$ cat src/audio_downmix_history_buffer_unit_defines.svh
// assertion macros shared by the history buffer rtl
// each macro expects clk and rst to be visible where it is used
`ifndef AUDIO_DOWNMIX_HISTORY_BUFFER_UNIT_DEFINES_SVH
`define AUDIO_DOWNMIX_HISTORY_BUFFER_UNIT_DEFINES_SVH

// antecedent holds, consequent checked in the same cycle
`define ADHB_ASSERT_IMPL(label, ante, cons) \
  label: assert property (@(posedge clk) disable iff (rst) (ante) |-> cons) \
    else $error("implication check failed");

// antecedent holds, consequent checked in the next cycle
`define ADHB_ASSERT_NEXT(label, ante, cons) \
  label: assert property (@(posedge clk) disable iff (rst) (ante) |=> cons) \
    else $error("next cycle check failed");

// condition holds at every clock edge out of reset
`define ADHB_ASSERT_ALWAYS(label, expr) \
  label: assert property (@(posedge clk) disable iff (rst) (expr)) \
    else $error("invariant check failed");

`endif

$ cat src/adhb_pkg.sv
`default_nettype none

package adhb_pkg;

  // sample and accumulator widths
  localparam int SAMPLE_W     = 16;
  localparam int MAX_CHANNELS = 8;
  localparam int SUM_W        = SAMPLE_W + $clog2(MAX_CHANNELS);
  localparam int QUOT_W       = SAMPLE_W + 1;

  // reciprocal multiply for division by channel count
  localparam int RECIP_SHIFT = SUM_W + 3;
  localparam int RECIP_W     = RECIP_SHIFT + 1;

  localparam int DEFAULT_HISTORY_DEPTH = 16384;

  // field widths of the channels
  localparam int REQ_W     = 16;
  localparam int IDX_W     = 14;
  localparam int WIN_LEN_W = 15;
  localparam int CFG_IDX_W = 4;
  localparam int CFG_DAT_W = 8;

  localparam logic [3:0] MAX_CH_CODE = 4'(MAX_CHANNELS);

  // operation codes
  localparam logic [1:0] OP_PUSH  = 2'd0;
  localparam logic [1:0] OP_READ  = 2'd1;
  localparam logic [1:0] OP_CLEAR = 2'd2;

  // format codes
  localparam logic [1:0] FMT_FLOAT = 2'd0;
  localparam logic [1:0] FMT_PCM   = 2'd1;

  // register indexes and reset values
  localparam logic [CFG_IDX_W-1:0] CFG_CHANNEL_COUNT = CFG_IDX_W'(0);
  localparam logic [CFG_IDX_W-1:0] CFG_FORMAT_MODE   = CFG_IDX_W'(1);
  localparam logic [3:0]           CHANNEL_COUNT_RST = 4'd2;
  localparam logic [1:0]           FORMAT_MODE_RST   = FMT_FLOAT;

  typedef struct packed {
    logic [1:0]                 op;
    logic                       silent;
    logic signed [SAMPLE_W-1:0] chan0;
    logic signed [SAMPLE_W-1:0] chan1;
    logic signed [SAMPLE_W-1:0] chan2;
    logic signed [SAMPLE_W-1:0] chan3;
    logic signed [SAMPLE_W-1:0] chan4;
    logic signed [SAMPLE_W-1:0] chan5;
    logic signed [SAMPLE_W-1:0] chan6;
    logic signed [SAMPLE_W-1:0] chan7;
    logic [REQ_W-1:0]           window_request;
    logic [IDX_W-1:0]           window_index;
  } item_t;

  typedef struct packed {
    logic signed [SAMPLE_W-1:0] sample_out;
    logic [WIN_LEN_W-1:0]       window_length;
    logic                       index_valid;
  } result_t;

  typedef struct packed {
    logic [CFG_IDX_W-1:0] index;
    logic [CFG_DAT_W-1:0] data;
  } cfg_req_t;

  // control from the sequencer to the history store
  typedef struct packed {
    logic wr_en;
    logic rd_en;
    logic clear;
  } hist_ctrl_t;

  // ceil(2^RECIP_SHIFT / d), exact floor quotient for any sum magnitude
  function automatic logic [RECIP_W-1:0] recip(input logic [3:0] d);
    logic [RECIP_W-1:0] r;
    unique case (d)
      4'd1:    r = RECIP_W'(4194304);
      4'd2:    r = RECIP_W'(2097152);
      4'd3:    r = RECIP_W'(1398102);
      4'd4:    r = RECIP_W'(1048576);
      4'd5:    r = RECIP_W'(838861);
      4'd6:    r = RECIP_W'(699051);
      4'd7:    r = RECIP_W'(599187);
      4'd8:    r = RECIP_W'(524288);
      default: r = '0;
    endcase
    return r;
  endfunction

endpackage

`default_nettype wire

$ cat src/adhb_downmix.sv
`default_nettype none

module adhb_downmix (
  input  wire logic                                  clk,
  input  wire logic                                  load,
  input  wire adhb_pkg::item_t                       frame,
  input  wire logic [3:0]                            channel_count,
  input  wire logic [1:0]                            format_mode,
  output logic signed [adhb_pkg::SAMPLE_W-1:0]       mono
);

  localparam int SW   = adhb_pkg::SUM_W;
  localparam int RW   = adhb_pkg::RECIP_W;
  localparam int QW   = adhb_pkg::QUOT_W;
  localparam int PW   = SW + RW;

  logic signed [adhb_pkg::SAMPLE_W-1:0] chans [adhb_pkg::MAX_CHANNELS];
  logic [3:0]           ch_eff;
  logic signed [SW-1:0] sum;
  logic [SW-1:0]        mag;
  logic                 zero_c;

  logic [SW-1:0]        mag_r;
  logic                 neg_r;
  logic                 zero_r;
  logic [3:0]           ch_r;
  logic [PW-1:0]        prod;
  logic [QW-1:0]        quot;

  assign chans[0] = frame.chan0;
  assign chans[1] = frame.chan1;
  assign chans[2] = frame.chan2;
  assign chans[3] = frame.chan3;
  assign chans[4] = frame.chan4;
  assign chans[5] = frame.chan5;
  assign chans[6] = frame.chan6;
  assign chans[7] = frame.chan7;

  // clamp the channel count into the supported range
  always_comb begin
    priority if (channel_count == 4'd0) begin
      ch_eff = 4'd1;
    end else if (channel_count > adhb_pkg::MAX_CH_CODE) begin
      ch_eff = adhb_pkg::MAX_CH_CODE;
    end else begin
      ch_eff = channel_count;
    end
  end

  // signed sum of the active channels, split into sign and magnitude
  always_comb begin
    sum = '0;
    for (int c = 0; c < adhb_pkg::MAX_CHANNELS; c++) begin
      if (c < int'(ch_eff)) begin
        sum = sum + SW'(chans[c]);
      end
    end
    mag    = sum[SW-1] ? SW'(-sum) : SW'(sum);
    zero_c = frame.silent || (format_mode > adhb_pkg::FMT_PCM);
  end

  // first stage: sum captured with the request
  always_ff @(posedge clk) begin
    if (load) begin
      mag_r  <= mag;
      neg_r  <= sum[SW-1];
      zero_r <= zero_c;
      ch_r   <= ch_eff;
    end
  end

  // second stage: magnitude times reciprocal, quotient truncates toward zero
  assign prod = PW'(mag_r) * PW'(adhb_pkg::recip(ch_r));

  always_ff @(posedge clk) begin
    quot <= prod[adhb_pkg::RECIP_SHIFT +: QW];
  end

  // restore sign, forced to zero for silent or unsupported frames
  always_comb begin
    priority if (zero_r) begin
      mono = '0;
    end else if (neg_r) begin
      mono = adhb_pkg::SAMPLE_W'(-quot);
    end else begin
      mono = adhb_pkg::SAMPLE_W'(quot);
    end
  end

endmodule

`default_nettype wire

$ cat config.mk
export PLATFORM = sky130hd
export DESIGN_NAME = adhb_downmix
export DESIGN_NICKNAME = d
export VERILOG_FILES = /design/src/audio_downmix_history_buffer_unit_defines.svh /design/src/adhb_pkg.sv /design/src/adhb_downmix.sv
export SDC_FILE = /design/constraint.sdc
export NUM_CORES = 1
export LEC_CHECK = 0
export ABC_AREA = 1
export BUFFER_PORTS_ARGS = -buffer_cell sky130_fd_sc_hd__clkbuf_2
export CORE_MARGIN = 5
export CORE_UTILIZATION = 64
export DETAILED_ROUTE_END_ITERATION = 10
export PLACE_DENSITY = 0.83
export SETUP_SLACK_MARGIN = 0.5
export SYNTH_ARGS = -nofsm -noshare
export SYNTH_HDL_FRONTEND = slang
export SYNTH_SLANG_ARGS = --single-unit
$ cat constraint.sdc
create_clock -name clk -period 13.3 [get_ports clk]
set_input_delay 2.66 -clock clk [delete_from_list [all_inputs] [get_ports clk]]
set_output_delay 2.66 -clock clk [all_outputs]
set_load 0.005 [all_outputs]
Word-level counts from Yosys, hierarchy flattened
Memory sizes are Yosys's and may differ from the RTL's. A register that Yosys moved wholly into a read port is not among the register bits.
Cells that the tools add are included.
Cells by class
  add/subtract/negate cells: 9
  $mul: 1
  divide/modulo/power cells: 0
  magnitude comparators: 10
  equality and inequality tests: 0
  shifts and indexed selects: 0
  multiplexer cells: 14
  bitwise gates (word level): 0
  reduce and logical (&&, ||, !) cells: 2
Operators by type and width (count)
  $mux 19: 8
  $add 19x16->19: 7
  $mul 19x23->38: 1
  $mux 16: 2
  $neg 19->19: 1
  $mux 18: 1
  $lt 3x4->1 const A: 4
  $neg 16->16: 1
  $mux 4: 3
  $lt 1x4->1 const A: 2
  $lt 2x4->1 const A: 2
  $gt 4x4->1 const B: 1
  $logic_not 4->1: 1
  $gt 2x1->1 const B: 1
  $logic_or 1x1->1: 1
Storage, ports and cells
  bits in registers: 41
  latch bits: 0
  bits in writable memories: 0
  ROM bits: 368
  input port bits: 169
  output and inout bits: 16
  word-level logic and storage cells: 43
  memories: 1
Memories
  (no name shown): words 16, bits a word 23, read ports 1, clocked after Yosys merged registers in 1, write ports 0, RTL line adhb_pkg.sv:77  | unique case (d)

Depth between registers and ports, before layout
  depth in word-level cells: 21
  gate-level depth with buffers: 75

Worst setup path after synthesis
No wires, ideal clock.
  path type: input to register
  from: input frame[142] in the netlist's numbering
  to: register mag_r[5], data pin
  setup time: 0.256 ns
  arrival: 11.594 ns
  data required time: 13.044 ns
  path slack: 1.450 ns
  stages on the path: 70
  cells stage by stage: clkbuf_1 ha_1 inv_1 fa_1 inv_1 nand3_1 inv_1 nand2_1 nand2_1 nand2_1 nand3_1 nand2_1 ha_1 a21o_1 a21oi_1 nand2_1 nand2_1 nand2_1 [34 not listed] nand3_1 nand3_1 nand2_1 nand3_1 nand2_1 ha_1 nand2_1 nor2_1 a211oi_1 o31ai_1 a21oi_1 o21ai_0 xor2_1 nand3_1 nand2_2 buf_4 o21ai_0 nand2_1
Between the ends
  longest elaborated chain between the ends: 17
Ends and longest elaborated chain
  start, declared: RTL line adhb_downmix.sv:6  | input wire adhb_pkg::item_t frame,
  $mux 19 (*): RTL line adhb_downmix.sv:54  | if (c < int'(ch_eff)) begin
  $add 19x16->19: RTL line adhb_downmix.sv:55  | sum = sum + SW'(chans[c]);
  $mux 19 (*): RTL line adhb_downmix.sv:54
  $add 19x16->19: RTL line adhb_downmix.sv:55
  $mux 19 (*): RTL line adhb_downmix.sv:54
  $add 19x16->19: RTL line adhb_downmix.sv:55
  $mux 19 (*): RTL line adhb_downmix.sv:54
  $add 19x16->19: RTL line adhb_downmix.sv:55
  [2 not listed]
  $mux 19 (*): RTL line adhb_downmix.sv:54
  $add 19x16->19: RTL line adhb_downmix.sv:55
  $mux 19 (*): RTL line adhb_downmix.sv:54
  $add 19x16->19: RTL line adhb_downmix.sv:55
  $mux 19 (*): RTL line adhb_downmix.sv:54
  $neg 19->19: RTL line adhb_downmix.sv:58  | mag = sum[SW-1] ? SW'(-sum) : SW'(sum);
  $mux 18 (*): RTL line adhb_downmix.sv:58
  net mag[5]: RTL line adhb_downmix.sv:20  | logic [SW-1:0] mag;
  end signal, assigned: RTL line adhb_downmix.sv:65  | mag_r <= mag;
  end, declared: RTL line adhb_downmix.sv:23  | logic [SW-1:0] mag_r;
Mark *: on every way through the listed nets, which the timed path passes. The rest lies on a longest branch.
A chain may end at the register's enable or synchronous reset.

Final worst setup path
  from: input frame[142] in the netlist's numbering
  to: register mag_r[6], data pin
The elaborated chain is that of the path after synthesis.

==> out/metrics.csv <==
stage,metric,value,unit
yosys,leading area contributor after synthesis,sky130_fd_sc_hd__fa_1,
pwr,standby leakage power,14.5,nW
place,Placer Congestion,1.01,
final_layout,final instance area,25300,µm²
detailed_routing,Detailed Route Iter0 Violations,1711,
pwr,Peak VDD IR,0.000479,V
cts,clock insertion delay at the later pin of the skew report,0.31,ns
die,horizontal die dimension,200,µm
cts,register clock-pin slew on the reported worst setup and hold paths,0.08,ns
die,initial core utilization,0.650,
yosys,post-synthesis register bit count,54,
flow_run,Max Cap Viol,0,
final_layout,antenna diode instance count,0,
yosys,number of synthesized flops with an enable pin,25,
yosys,top cell type's share of synthesized area,0.294,
yosys,Yosys warning total,0,
cts,Max Buffers Root-to-Sink,2,
global_routing,largest net degree at the start of global routing,32,
final_layout,post-layout net count,4172,
global_routing,wire length of the first global-routing pass,111000,µm
global_routing,sum of overflow across all layers after global routing,0,
sta,worst hold slack,0.707,ns
yosys,most instantiated flip-flop cell in the synthesis netlist,sky130_fd_sc_hd__dfxtp_1,
run_status,outcome,completed,
pwr,net switching power,0.00382,W
sta,max-slew violation count,0,
cts,H-tree depth reported by CTS,2,
place,Placed Area,24300,µm²
detailed_routing,drc violations,0,
sta,transition time at the pin with the least slew margin,1.05,ns
worst_setup_path,sort of element at the start of the critical path,input pin,
worst_setup_path,arrival time of data at the critical path endpoint,12.31,ns
sta,total negative slack for setup checks,0,ns
worst_setup_path,cell type group with the largest total delay on the critical path,simple AND/OR/NAND/NOR gates,
worst_setup_path,worst-path fanout max,10,
die,total I/O pin count,185,
detailed_routing,average detailed-routed wire length per instance,18.1,µm
yosys,ys async rst share,0,
final_layout,area growth from synthesis to layout,9.35,%
place,Detailed Place HPWL,59900,µm
yosys,sequential element share of the synthesized area,0.0576,
detailed_routing,number of iterations in the first detailed-routing pass,6,
pwr,power per cell area,257,nW/µm²
detailed_routing,"antenna viol nets, final",0,
min_path,path class of the lowest-slack min-delay path,flip-flop to flip-flop,
global_routing,via count of the first global-routing pass,22200,
pwr,Seq pwr share,0.075,
die,Chip Height,200,µm
sta,highest achievable clock rate,81.6,MHz
cts,root buffer selected by CTS,sky130_fd_sc_hd__clkbuf_16,
final_layout,non-filler instance count after layout,3890,
sta,unrepaired setup endpoints after global routing,no,
yosys,dominant cells by area after synthesis,"sky130_fd_sc_hd__fa_1 (29%), sky130_fd_sc_hd__inv_1 (13%), sky130_fd_sc_hd__nand2_1 (13%), sky130_fd_sc_hd__ha_1 (13%), sky130_fd_sc_hd__nand3_1 (4.7%)",
worst_setup_path,Worst R2R End,quot[14]$_DFF_P_,
pwr,Pint,0.00267,W
worst_setup_path,worst reg-to-reg path cell count,24,
die,number of standard-cell rows in the floorplan,69,
sta,final worst-path cycle share,0.922,
die,overall die area,40000,µm²
yosys,post-synth net total,4058,
worst_setup_path,cell type of the slowest stage on the worst timing path,sky130_fd_sc_hd__fa_1,
min_path,startpoint of the worst hold path,ch_r[2]$_DFFE_PP_,
cts,total clock sinks,54,
sta,count of final hold-check violations,0,
cts,TritonCTS clock tree,done,
pwr,Combinational Power Share,0.900,
worst_setup_path,Worst EP required,13.36,ns
worst_setup_path,worst reg-to-reg setup slack,6.52,ns
global_routing,total routing resource utilization after global routing,0.351,
sta,crit path time final,12.26,ns
yosys,synthesized netlist cell count,3314,
sta,worst relative slew slack,0.300,
yosys,synth cell count leaders,"sky130_fd_sc_hd__inv_1 (805), sky130_fd_sc_hd__nand2_1 (796), sky130_fd_sc_hd__fa_1 (339)",
worst_setup_path,maximum cell stage delay along the critical path,0.42,ns
worst_setup_path,Setup crit end kind,flip-flop,
global_routing,number of antenna violations at the first check in global routing,1,
final_layout,share of cells above drive strength 1,0.119,
yosys,Mapped Area,23100,µm²
pwr,clock group share of total power,0.024,
yosys,top-count cell post-synth,sky130_fd_sc_hd__inv_1,
detailed_routing,vias per cell,5.62,
detailed_routing,detailed-route via count,21900,
final_layout,count of filler cells inserted in the layout,3027,
yosys,distinct cell type count after synthesis,57,
detailed_routing,Final Routed Wirelength,70300,µm
pwr,switching power share of the total,0.589,
worst_setup_path,category of the most critical setup path,input pin to flip-flop,
worst_setup_path,count of cell instances traversed by the critical path,70,
yosys,"Avg Cell Area, Syn",6.97,µm²
sta,worst clock skew,0.00764,ns
min_path,number of instances on the worst hold path,3,
place,number of I/O port buffers,151,
worst_setup_path,Crit path buffers/inverters,10,
sta,# setup viols final,0,
place,cell count after placement,3866,
worst_setup_path,cell seen most often among critical-path stages,sky130_fd_sc_hd__nand2_1,
cts,number of buffers created by CTS,5,
die,core area,35600,µm²
metrics by stage:
stage	total power, W	setup slack [ns]	util
2_1_floorplan	0.00454	1.45	-
3_5_place_dp	0.00590	-0.0887	0.682
6_report	0.00648	1.04	0.710
3_3_place_gp	0.00569	0.179	0.682
4_1_cts	0.00611	0.507	0.688
5_1_grt	0.00728	0.376	0.710
cell usage in the layout, fill, tap and decap left out, types with 36 or more instances in the layout:
cell / Yosys / routed
sky130_fd_sc_hd__xor2_1: 54 / 53
sky130_fd_sc_hd__ha_1: 236 / 201
sky130_fd_sc_hd__fa_1: 339 / 339
sky130_fd_sc_hd__o21ai_0: 108 / 86
sky130_fd_sc_hd__nand2_2: 17 / 36
sky130_fd_sc_hd__nand3_1: 217 / 208
sky130_fd_sc_hd__nor2_1: 145 / 139
sky130_fd_sc_hd__clkbuf_2: 0 / 151
sky130_fd_sc_hd__a21oi_1: 169 / 143
sky130_fd_sc_hd__buf_4: 4 / 44
sky130_fd_sc_hd__inv_1: 805 / 803
sky130_fd_sc_hd__nand2_1: 796 / 776
cell families (layout without fill, tap and decap cells):
family                     Yosys count  in the layout  synth area share
xor gates and xnor gates            75             75            0.0284
adders and majority gates          575            575             0.421
and+or+nand+nor                   1334           1334             0.251
buffers and inverters              905           1020             0.150
DFF                                 54             54            0.0576
AOI/OAI and AO/OA                  371            371            0.0912
layout make-up:
type	instances	area (µm²)	area share
repair buffers	196	1110	0.0438
clock buffers	6	129	0.00510
inverters	816	3070	0.122
clock inverters	2	37.5	0.00149
well taps	461	577	0.0228
multi-input cells	2355	19000	0.753
flip-flops and latches	54	1330	0.0527
worst register-to-register path, stage by stage (launching register included):
cell and delay [ns]:
sky130_fd_sc_hd__dfxtp_1 0.97, sky130_fd_sc_hd__nand2_1 0.31, sky130_fd_sc_hd__inv_1 0.15, sky130_fd_sc_hd__fa_1 0.47, sky130_fd_sc_hd__fa_1 0.49, sky130_fd_sc_hd__fa_1 0.49, sky130_fd_sc_hd__inv_1 0.05, sky130_fd_sc_hd__fa_1 0.50
sky130_fd_sc_hd__inv_1 0.05, sky130_fd_sc_hd__fa_1 0.54, sky130_fd_sc_hd__fa_1 0.41, sky130_fd_sc_hd__ha_1 0.30, sky130_fd_sc_hd__a21oi_1 0.13, sky130_fd_sc_hd__nor2_1 0.05, sky130_fd_sc_hd__a211oi_1 0.24, sky130_fd_sc_hd__nand2_1 0.11
sky130_fd_sc_hd__a21oi_1 0.16, sky130_fd_sc_hd__nor2_1 0.08, sky130_fd_sc_hd__o21ai_0 0.17, sky130_fd_sc_hd__nand2_1 0.14, sky130_fd_sc_hd__nand2_1 0.09, sky130_fd_sc_hd__o211ai_1 0.13, sky130_fd_sc_hd__a21oi_1 0.33, sky130_fd_sc_hd__o21ai_0 0.15
sky130_fd_sc_hd__xor2_1 0.15
power by group through the flow:
stage | Combinational, W | Clock, W | Sequential, W
5_1_grt | 0.00662 | 0.000164 | 0.000493
4_1_cts | 0.00548 | 0.000159 | 0.000480
2_1_floorplan | 0.00420 | 0 | 0.000336
3_5_place_dp | 0.00542 | 0 | 0.000483
3_3_place_gp | 0.00521 | 0 | 0.000479
6_report | 0.00584 | 0.000159 | 0.000489
worst max path at each step:
stage | slack (ns) | from | endpoint
3_5_place_dp | -0.09 | frame[142] | mag_r[6]$_DFFE_PP_
4_1_cts | 0.51 | frame[142] | mag_r[12]$_DFFE_PP_
3_3_place_gp | 0.18 | frame[142] | mag_r[6]$_DFFE_PP_
5_1_grt | 0.38 | frame[142] | mag_r[6]$_DFFE_PP_
6_report | 1.04 | frame[142] | mag_r[6]$_DFFE_PP_
2_1_floorplan | 1.45 | frame[142] | mag_r[5]$_DFFE_PP_
repair_timing:
| action | in CTS | in global routing |
|---|---|---|
| pin swaps | 3 | 34 |
| buffers inserted | 1 | 15 |
| endpoints found under the setup margin | 19 | 19 |
| endpoints found under the hold margin | 0 | 0 |
| gates resized for setup | 11 | 151 |
| gates cloned | 0 | 0 |
| hold buffers | 0 | 0 |
per-layer routing:
metal / vias to the layer above / GRT usage / part of all wire
li1: 10400 / - / -
met1: 10400 / 0.442 / 0.39
met2: 949 / 0.621 / 0.49
met3: 211 / 0.0566 / 0.082
met4: 2 / 0.108 / 0.041
met5: - / 0 / 0.00028
No activity file was read; power rests on OpenSTA's default activity.
